`src/sv/gfnl_pkg.sv`:
```
// ----------------------------------------------------------------------------
// gfnl_pkg: shared types and constants
// Word formats, command and kind codes and sizes for the top-k neighbour list.
// ----------------------------------------------------------------------------
package gfnl_pkg;

    localparam int MAX_NEIGHBORS = 8;
    localparam int INDEX_BITS    = 20;
    localparam int GROUP_BITS    = 16;
    localparam int DIST_BITS     = 32;
    localparam int RANK_BITS     = (MAX_NEIGHBORS > 1) ? $clog2(MAX_NEIGHBORS) : 1;
    localparam int CNT_BITS      = $clog2(MAX_NEIGHBORS + 1);
    localparam int K_BITS        = 4;
    localparam int CFG_ADDR_BITS = 1;
    localparam int CFG_DATA_BITS = 32;

    localparam logic [CFG_ADDR_BITS-1:0] REG_K_IN_USE = '0;

    typedef enum logic [1:0] {
        CMD_BEGIN  = 2'd0,
        CMD_OFFER  = 2'd1,
        CMD_FINISH = 2'd2,
        CMD_UNUSED = 2'd3
    } t_cmd;

    typedef enum logic [1:0] {
        KIND_STATUS   = 2'd0,
        KIND_NEIGHBOR = 2'd1,
        KIND_EMPTY    = 2'd2,
        KIND_UNUSED   = 2'd3
    } t_kind;

    typedef struct packed {
        logic [1:0]            command;
        logic [INDEX_BITS-1:0] target_index;
        logic [GROUP_BITS-1:0] target_group;
        logic [INDEX_BITS-1:0] candidate_index;
        logic [GROUP_BITS-1:0] candidate_group;
        logic [DIST_BITS-1:0]  distance;
    } t_in_word;

    typedef struct packed {
        logic [1:0]            kind;
        logic [2:0]            neighbor_rank;
        logic [19:0]           neighbor_index;
        logic [31:0]           neighbor_distance;
        logic [3:0]            kept_count;
        logic [31:0]           worst_distance;
        logic                  last;
    } t_out_word;

    // per-cell control from the list controller
    typedef struct packed {
        logic held;    // cell lies below the held count
        logic insert;  // an accepted candidate goes into the chain this cycle
    } t_cell_ctl;

endpackage

```
`src/sv/group_filtered_top_k_neighbor_list_top.sv`:
```
// ----------------------------------------------------------------------------
// group_filtered_top_k_neighbor_list_top: group-filtered top-k neighbour list
// Keeps the k nearest accepted candidates of one query in a sorted cell chain.
// ----------------------------------------------------------------------------
// begin and offer words are taken only while idle with the output free; an
// offer's status word is in the output register on the next cycle, insertion
// done in one pass of the chain; finish first starts the readout, then gives
// one neighbour word per cycle while the output is not stalled (an empty list
// gives one empty word); reset clears the count, the query and the output
// valid, and sets k to 8; slot contents are left as they are
module group_filtered_top_k_neighbor_list_top
    import gfnl_pkg::*;
(
    input  logic                     i_clk,
    input  logic                     i_rst_n,
    input  logic                     i_in_valid,
    output logic                     o_in_ready,
    input  t_in_word                 i_in_data,
    output logic                     o_out_valid,
    input  logic                     i_out_ready,
    output t_out_word                o_out_data,
    input  logic                     psel,
    input  logic                     penable,
    input  logic                     pwrite,
    input  logic [CFG_ADDR_BITS-1:0] paddr,
    input  logic [CFG_DATA_BITS-1:0] pwdata,
    output logic [CFG_DATA_BITS-1:0] prdata,
    output logic                     pready
);

    typedef enum logic [1:0] {
        ST_IDLE = 2'b01,
        ST_READ = 2'b10
    } t_state;

    t_state                r_state, n_state;
    logic [K_BITS-1:0]     r_k;
    logic [CNT_BITS-1:0]   r_held, n_held;
    logic [INDEX_BITS-1:0] r_qidx, n_qidx;
    logic [GROUP_BITS-1:0] r_qgrp, n_qgrp;
    logic [RANK_BITS-1:0]  r_rank, n_rank;
    logic [CNT_BITS-1:0]   r_cnt, n_cnt;
    logic [DIST_BITS-1:0]  r_worst, n_worst;
    logic                  r_out_valid, n_out_valid;
    t_out_word             r_out, n_out;

    logic [CNT_BITS-1:0]   k_eff;
    logic [CNT_BITS-1:0]   k_m1;
    logic [CNT_BITS-1:0]   cnt;
    logic [CNT_BITS-1:0]   cnt_new;
    logic                  out_free;
    logic                  take;
    logic                  cand_ok;
    logic                  do_insert;
    logic [DIST_BITS-1:0]  worst_now;
    logic [DIST_BITS-1:0]  worst_new;

    logic [MAX_NEIGHBORS-1:0] ge;
    logic [DIST_BITS-1:0]     cell_dist  [MAX_NEIGHBORS];
    logic [INDEX_BITS-1:0]    cell_index [MAX_NEIGHBORS];
    logic [DIST_BITS-1:0]     cell_next  [MAX_NEIGHBORS];

    // effective k: zero acts as one, large values clamp
    always_comb begin
        if (r_k == '0) begin
            k_eff = CNT_BITS'(1);
        end else if (CNT_BITS'(r_k) > CNT_BITS'(MAX_NEIGHBORS)) begin
            k_eff = CNT_BITS'(MAX_NEIGHBORS);
        end else begin
            k_eff = CNT_BITS'(r_k);
        end
    end

    assign k_m1     = k_eff - CNT_BITS'(1);
    assign cnt      = (r_held < k_eff) ? r_held : k_eff;
    assign out_free = !r_out_valid || i_out_ready;
    assign o_in_ready = (r_state == ST_IDLE) && out_free;
    assign take     = i_in_valid && o_in_ready;

    assign cand_ok = !((i_in_data.candidate_index > r_qidx)
                       || (i_in_data.candidate_group == r_qgrp));
    assign do_insert = take && (t_cmd'(i_in_data.command) == CMD_OFFER) && cand_ok
                       && !ge[k_m1[RANK_BITS-1:0]];
    assign cnt_new   = (cand_ok && (cnt < k_eff)) ? cnt + CNT_BITS'(1) : cnt;
    assign worst_now = (cnt == k_eff) ? cell_dist[k_m1[RANK_BITS-1:0]] : '1;
    assign worst_new = (cnt_new == k_eff) ? cell_next[k_m1[RANK_BITS-1:0]] : '1;

    genvar gi;
    generate
        for (gi = 0; gi < MAX_NEIGHBORS; gi++) begin : g_cell
            t_cell_ctl ctl;
            logic                  left_ge;
            logic [DIST_BITS-1:0]  left_dist;
            logic [INDEX_BITS-1:0] left_index;

            assign ctl.held   = CNT_BITS'(gi) < cnt;
            assign ctl.insert = do_insert;

            if (gi == 0) begin : g_head
                assign left_ge    = 1'b1;
                assign left_dist  = i_in_data.distance;
                assign left_index = i_in_data.candidate_index;
            end else begin : g_body
                assign left_ge    = ge[gi-1];
                assign left_dist  = cell_dist[gi-1];
                assign left_index = cell_index[gi-1];
            end

            gfnl_cell u_cell (
                .i_clk        (i_clk),
                .i_ctl        (ctl),
                .i_left_ge    (left_ge),
                .i_left_dist  (left_dist),
                .i_left_index (left_index),
                .i_dist       (i_in_data.distance),
                .i_index      (i_in_data.candidate_index),
                .o_ge         (ge[gi]),
                .o_dist       (cell_dist[gi]),
                .o_index      (cell_index[gi]),
                .o_next_dist  (cell_next[gi])
            );
        end
    endgenerate

    always_comb begin
        n_state     = r_state;
        n_held      = r_held;
        n_qidx      = r_qidx;
        n_qgrp      = r_qgrp;
        n_rank      = r_rank;
        n_cnt       = r_cnt;
        n_worst     = r_worst;
        n_out       = r_out;
        n_out_valid = r_out_valid && !i_out_ready;

        case (r_state)
            ST_IDLE: begin
                if (take) begin
                    case (t_cmd'(i_in_data.command))
                        CMD_BEGIN: begin
                            n_qidx = i_in_data.target_index;
                            n_qgrp = i_in_data.target_group;
                            n_held = '0;
                        end
                        CMD_OFFER: begin
                            n_held      = cnt_new;
                            n_out       = '0;
                            n_out.kind  = KIND_STATUS;
                            n_out.kept_count     = 4'(cnt_new);
                            n_out.worst_distance = 32'(worst_new);
                            n_out.last  = 1'b1;
                            n_out_valid = 1'b1;
                        end
                        CMD_FINISH: begin
                            if (cnt == '0) begin
                                n_out       = '0;
                                n_out.kind  = KIND_EMPTY;
                                n_out.worst_distance = 32'(worst_now);
                                n_out.last  = 1'b1;
                                n_out_valid = 1'b1;
                            end else begin
                                n_state = ST_READ;
                                n_rank  = '0;
                                n_cnt   = cnt;
                                n_worst = worst_now;
                            end
                        end
                        default: begin
                        end
                    endcase
                end
            end
            ST_READ: begin
                if (out_free) begin
                    n_out.kind              = KIND_NEIGHBOR;
                    n_out.neighbor_rank     = 3'(r_rank);
                    n_out.neighbor_index    = 20'(cell_index[r_rank]);
                    n_out.neighbor_distance = 32'(cell_dist[r_rank]);
                    n_out.kept_count        = 4'(r_cnt);
                    n_out.worst_distance    = 32'(r_worst);
                    n_out.last  = (CNT_BITS'(r_rank) + CNT_BITS'(1)) == r_cnt;
                    n_out_valid = 1'b1;
                    if (n_out.last) begin
                        n_state = ST_IDLE;
                    end else begin
                        n_rank = r_rank + RANK_BITS'(1);
                    end
                end
            end
            default: begin
                n_state = ST_IDLE;
            end
        endcase
    end

    always_ff @(posedge i_clk) begin
        if (!i_rst_n) begin
            r_state     <= ST_IDLE;
            r_held      <= '0;
            r_qidx      <= '0;
            r_qgrp      <= '0;
            r_out_valid <= 1'b0;
            r_k         <= K_BITS'(MAX_NEIGHBORS);
        end else begin
            r_state     <= n_state;
            r_held      <= n_held;
            r_qidx      <= n_qidx;
            r_qgrp      <= n_qgrp;
            r_out_valid <= n_out_valid;
            if (psel && penable && pwrite && pready && (paddr == REG_K_IN_USE)) begin
                r_k <= pwdata[K_BITS-1:0];
            end
        end
    end

    always_ff @(posedge i_clk) begin
        r_rank  <= n_rank;
        r_cnt   <= n_cnt;
        r_worst <= n_worst;
        r_out   <= n_out;
    end

    assign pready      = 1'b1;
    assign prdata      = (paddr == REG_K_IN_USE) ? CFG_DATA_BITS'(r_k) : '0;
    assign o_out_valid = r_out_valid;
    assign o_out_data  = r_out;

endmodule

```
`src/sv/gfnl_cell.sv`:
```
// ----------------------------------------------------------------------------
// gfnl_cell: one slot of the sorted neighbour chain
// Holds one entry, compares it with the candidate and either keeps it, takes
// the candidate or takes the entry of its left neighbour.
// ----------------------------------------------------------------------------
module gfnl_cell
    import gfnl_pkg::*;
(
    input  logic                  i_clk,
    input  t_cell_ctl             i_ctl,
    input  logic                  i_left_ge,
    input  logic [DIST_BITS-1:0]  i_left_dist,
    input  logic [INDEX_BITS-1:0] i_left_index,
    input  logic [DIST_BITS-1:0]  i_dist,
    input  logic [INDEX_BITS-1:0] i_index,
    output logic                  o_ge,
    output logic [DIST_BITS-1:0]  o_dist,
    output logic [INDEX_BITS-1:0] o_index,
    output logic [DIST_BITS-1:0]  o_next_dist
);

    logic [DIST_BITS-1:0]  r_dist;
    logic [INDEX_BITS-1:0] r_index;
    logic [DIST_BITS-1:0]  n_dist;
    logic [INDEX_BITS-1:0] n_index;

    // entry stays ahead of the candidate on equal distance
    assign o_ge = i_ctl.held && (r_dist <= i_dist);

    always_comb begin
        n_dist  = r_dist;
        n_index = r_index;
        if (i_ctl.insert && !o_ge) begin
            if (i_left_ge) begin
                n_dist  = i_dist;
                n_index = i_index;
            end else begin
                n_dist  = i_left_dist;
                n_index = i_left_index;
            end
        end
    end

    always_ff @(posedge i_clk) begin
        r_dist  <= n_dist;
        r_index <= n_index;
    end

    assign o_dist      = r_dist;
    assign o_index     = r_index;
    assign o_next_dist = n_dist;

endmodule
```
`config.mk`:
```
export PLATFORM = sky130hd
export DESIGN_NAME = group_filtered_top_k_neighbor_list_top
export DESIGN_NICKNAME = d
export VERILOG_FILES = /design/src/sv/gfnl_pkg.sv /design/src/sv/group_filtered_top_k_neighbor_list_top.sv /design/src/sv/gfnl_cell.sv
export SDC_FILE = /design/constraint.sdc
export NUM_CORES = 2
export LEC_CHECK = 0
export BUFFER_PORTS_ARGS = -buffer_cell sky130_fd_sc_hd__buf_2
export CAP_MARGIN = 20
export CORE_UTILIZATION = 50
export CTS_CLUSTER_SIZE = 20
export DETAILED_ROUTE_END_ITERATION = 10
export PLACE_DENSITY = 0.67
export RECOVER_POWER = 50
export SLEW_MARGIN = 20
export SYNTH_ARGS = -nofsm -noshare
export SYNTH_HDL_FRONTEND = slang
export SYNTH_SLANG_ARGS = --single-unit
export TNS_END_PERCENT = 100
```
`constraint.sdc`:
```
create_clock -name i_clk -period 14.67 [get_ports i_clk]
set_input_delay 2.2005 -clock i_clk [delete_from_list [all_inputs] [get_ports i_clk]]
set_output_delay 2.2005 -clock i_clk [all_outputs]
set_load 0.01 [all_outputs]
```
==> metrics.md <==
| Metric | Value |
|---|---|
| Cells after Synth | `3870` |
| Initial detailed-routing violation count | `3740` |
| IO buf count | `217` |
| RR Startpoint | `r_k[3]$_SDFFE_PN1P_` |
| Reg-to-Reg End | `o_out_data[16]$_DFFE_PP_` |
| Root Buffer | `clkbuf_16` |
| Util after Layout | `55.31%` |
| Vias in the first global route | `31380` |
| GRT busiest layer | `met2` |
| Overall Power | `0.007099 W` |
| Least-Margin Pin Slew | `4.185 ns` |
| Dpl ws | `5.705 ns` |
| Slew Viols, Final | `808` |
| Non-Filler Instances | `5049` |
| Top_reg_cell synth | `dfxtp_1` |
| Antenna-violating nets left | `0` |
| Worst slew margin | `-179.0%` |
| Setup Viol. Count Final | `0` |
| M1 GR Usage | `43.02%` |
| Clock Skews | `0.02421 ns` |
| Fill count | `7014` |
| Hold Fails Final Rpt | `0` |
| Placed cell count | `4923` |
| Drt total wl | `136.1 mm` |
| Via count | `32790` |
| Post_cts resized | `0` |
| FP Rows | `103` |
| Post-Synthesis Cell Area | `0.04005 mm2` |
| Initial antenna violation count | `5` |
| Worst vdd ir | `0.08546 mV` |
| Worst-path clk slew | `0.06 ns` |
| Total track usage | `32.85%` |
| Sequential area share after synthesis | `37.12%` |
| RSZ-0062 raised after global routing | `false` |
| Postcts setup bufs | `0` |
| Grt total ovfl | `0` |
| Dominant cell type by area after synthesis | `edfxtp_1` |
| Hold depth | `2` |
| Crit path DAT | `11.56 ns` |
| Die ar. | `0.08123 mm2` |
| Yosys synthesis warning count | `0` |
| Die Y | `285.0 um` |
| Leading post-synthesis cells by cell area | `edfxtp_1 22%, dfxtp_1 15%, mux4_2 9.4%, ha_1 9.1%, mux2i_1 7.1%` |
| Post-synth top area share | `21.97%` |
| Min Tclk post-route | `11.26 ns` |
| Worst Hold Launch | `r_qidx[7]$_SDFFE_PN0P_` |
| Share of cells above drive strength 1 | `17.09%` |
| Count of state elements after synthesis | `596` |
| Met3 Use GR | `6.744%` |
| HPWL Detailed | `87.70 mm` |
| Worst skew pair latency | `0.64 ns` |
| Boundary Pins | `275` |
| Initial core utilization | `50.61%` |
| Critical Path Sink Type | `register` |
| Max cap viols | `21` |
| Worst-case clock buffer depth | `3` |
| Critical Path Start Type | `input port` |
| Violated checks | `capacitance limit, slew limit` |
| Cts bufs inserted | `68` |
| Worst setup margin | `3.408 ns` |
| Req. time, crit path | `14.97 ns` |
| Synthesized area per cell | `10.35 um2` |
| GPL Wtd Cong | `0.9634` |
| # DRC | `0` |
| Reg2Reg Setup Slack | `4.20 ns` |
| TNS Setup | `0 ns` |
| Largest net degree at the start of global routing | `67` |
| H-tree levels | `3` |
| Vias per cell | `6.494` |
| Count leader, synth | `nand2_1` |
| CTS tree | `done` |
| HP Class | `register to register` |
| CP Max Fanout | `51` |
| R2R depth | `21` |
| Post-synth EDFFs | `293` |
| Status | `finished with violations` |
| DR WL/cell | `26.95 um` |
| Cts hold-fix bufs | `0` |
| Count of different cell masters after synthesis | `86` |
| Pre-Repair DR Iteration Count | `6` |
| Die width | `285.0 um` |
| Crit share post-route | `76.77%` |
| Met2 GRT Util | `51.72%` |
| Global-route wire length before repair | `201.7 mm` |
| Core area | `0.07913 mm2` |
| Fin nets | `4380` |
| Kind of critical path | `input port to register` |
| Syn-to-layout area delta | `9.286%` |
| Hold EP | `r_qidx[7]$_SDFFE_PN0P_` |
| Power Density | `162.2 mW/mm2` |
| Fmax | `0.08879 GHz` |
| Commonest cells post-synth | `597 x nand2_1, 303 x dfxtp_1, 293 x edfxtp_1, 291 x ha_1, 283 x mux2i_1` |
| Async S/R FF share, synth | `0%` |
| Lkg Pwr | `17.30 nW` |
| Clk sinks | `596` |
[critical path: stages]
cell and delay (ns):
clkbuf_1 0.31, inv_1 0.31, ha_1 0.39, nand4_1 0.16
nor4_1 0.84, nand3_1 0.19, and2_0 0.22, a222oi_1 0.33
clkbuf_1 2.97, o32ai_4 0.57, buf_4 0.55, o31ai_4 0.26
buf_4 0.56, buf_4 0.68, mux2_4 0.36, a2111oi_2 0.29
a31oi_1 0.29
[cell type report]
class / instances / area, um2 / area share (%)
inverter: 121 / 456.7 / 1.044
tap: 1050 / 1314 / 3.002
clock inverter: 33 / 350.3 / 0.8005
antenna: 2 / 5.005 / 0.01144
timing repair buffer: 279 / 1341 / 3.065
clock buffer: 91 / 1889 / 4.317
multi-input combinational: 2877 / 23540 / 53.80
sequential: 596 / 14860 / 33.96
[how the worst max path moves through the flow]
stage / depth (start not counted) / endpoint / startpoint
2_1_floorplan: 17 / o_out_data[31]$_DFFE_PP_ / i_in_data[14]
3_3_place_gp: 17 / o_out_data[16]$_DFFE_PP_ / i_in_data[23]
3_5_place_dp: 17 / o_out_data[16]$_DFFE_PP_ / i_in_data[23]
4_1_cts: 17 / o_out_data[16]$_DFFE_PP_ / i_in_data[23]
5_1_grt: 17 / o_out_data[16]$_DFFE_PP_ / i_in_data[27]
6_report: 17 / o_out_data[16]$_DFFE_PP_ / i_in_data[27]
[state kept, by name, summed over array words and instances (netlist names)]
name / flops
r_cnt: 4
o_out_data: 94
r_state: 2
r_k: 4
o_out_valid: 1
r_held: 4
r_rank: 3
r_qgrp: 16
g_cell.u_cell.o_dist: 256
r_worst: 32
r_qidx: 20
g_cell.u_cell.o_index: 160
[metrics by stage]
stage          hold WS, ns  instance area (um2)
2_1_floorplan       0.4398                40150
3_3_place_gp        0.4542                41760
3_5_place_dp        0.4604                41780
4_1_cts             0.4686                44020
5_1_grt             0.4830                43760
6_report            0.4673                43760
[layout by cell type, fill, tap and decap left out, types with 29 or more instances in the layout]
cell type,netlist,final
and2_1,74,68
mux4_2,168,168
nand3_1,63,63
o22ai_1,32,32
ha_1,291,290
nor2_1,161,156
a221oi_1,33,33
nand2_1,597,595
dfxtp_1,303,303
clkbuf_16,0,69
buf_4,35,44
buf_2,31,94
mux2_2,178,178
edfxtp_1,293,293
mux2_4,32,32
a21oi_1,154,154
nand2b_1,67,67
a31oi_1,65,64
mux2i_1,283,283
conb_1,2,29
a2111oi_2,31,31
clkbuf_1,163,154
o211a_1,33,33
o21a_1,35,35
nand4_1,64,64
a21boi_0,42,42
inv_1,119,117
o21ai_0,180,180
o311ai_0,32,32
[cell families (layout without fill, tap and decap cells)]
group           after synthesis  count (layout)  share of synthesized area [%]
compound gates              744             744                          12.85
xor+xnor                     27              27                         0.5905
fa+ha+maj                   291             291                          9.092
buf+inv                     424             524                          4.715
flops                       596             596                          37.12
mux                         673             673                          23.06
other cells                   2              31                        0.01875
simple gates               1113            1113                          12.55
[power breakdown]
part | switching, W | total, W | internal (W)
combinational | 0.00129 | 0.00252 | 0.00123
clock | 0.000757 | 0.00176 | 0.00100
sequential | 0.000644 | 0.00282 | 0.00217
total | 0.00269 | 0.00710 | 0.00441
[layer usage]
layer / up-vias / wire (um)
li1: 14530 / -
met1: 15920 / 53480
met2: 1833 / 61530
met3: 503 / 13520
met4: 4 / 7498
met5: - / 29
Power figures use the tool's default switching activity.
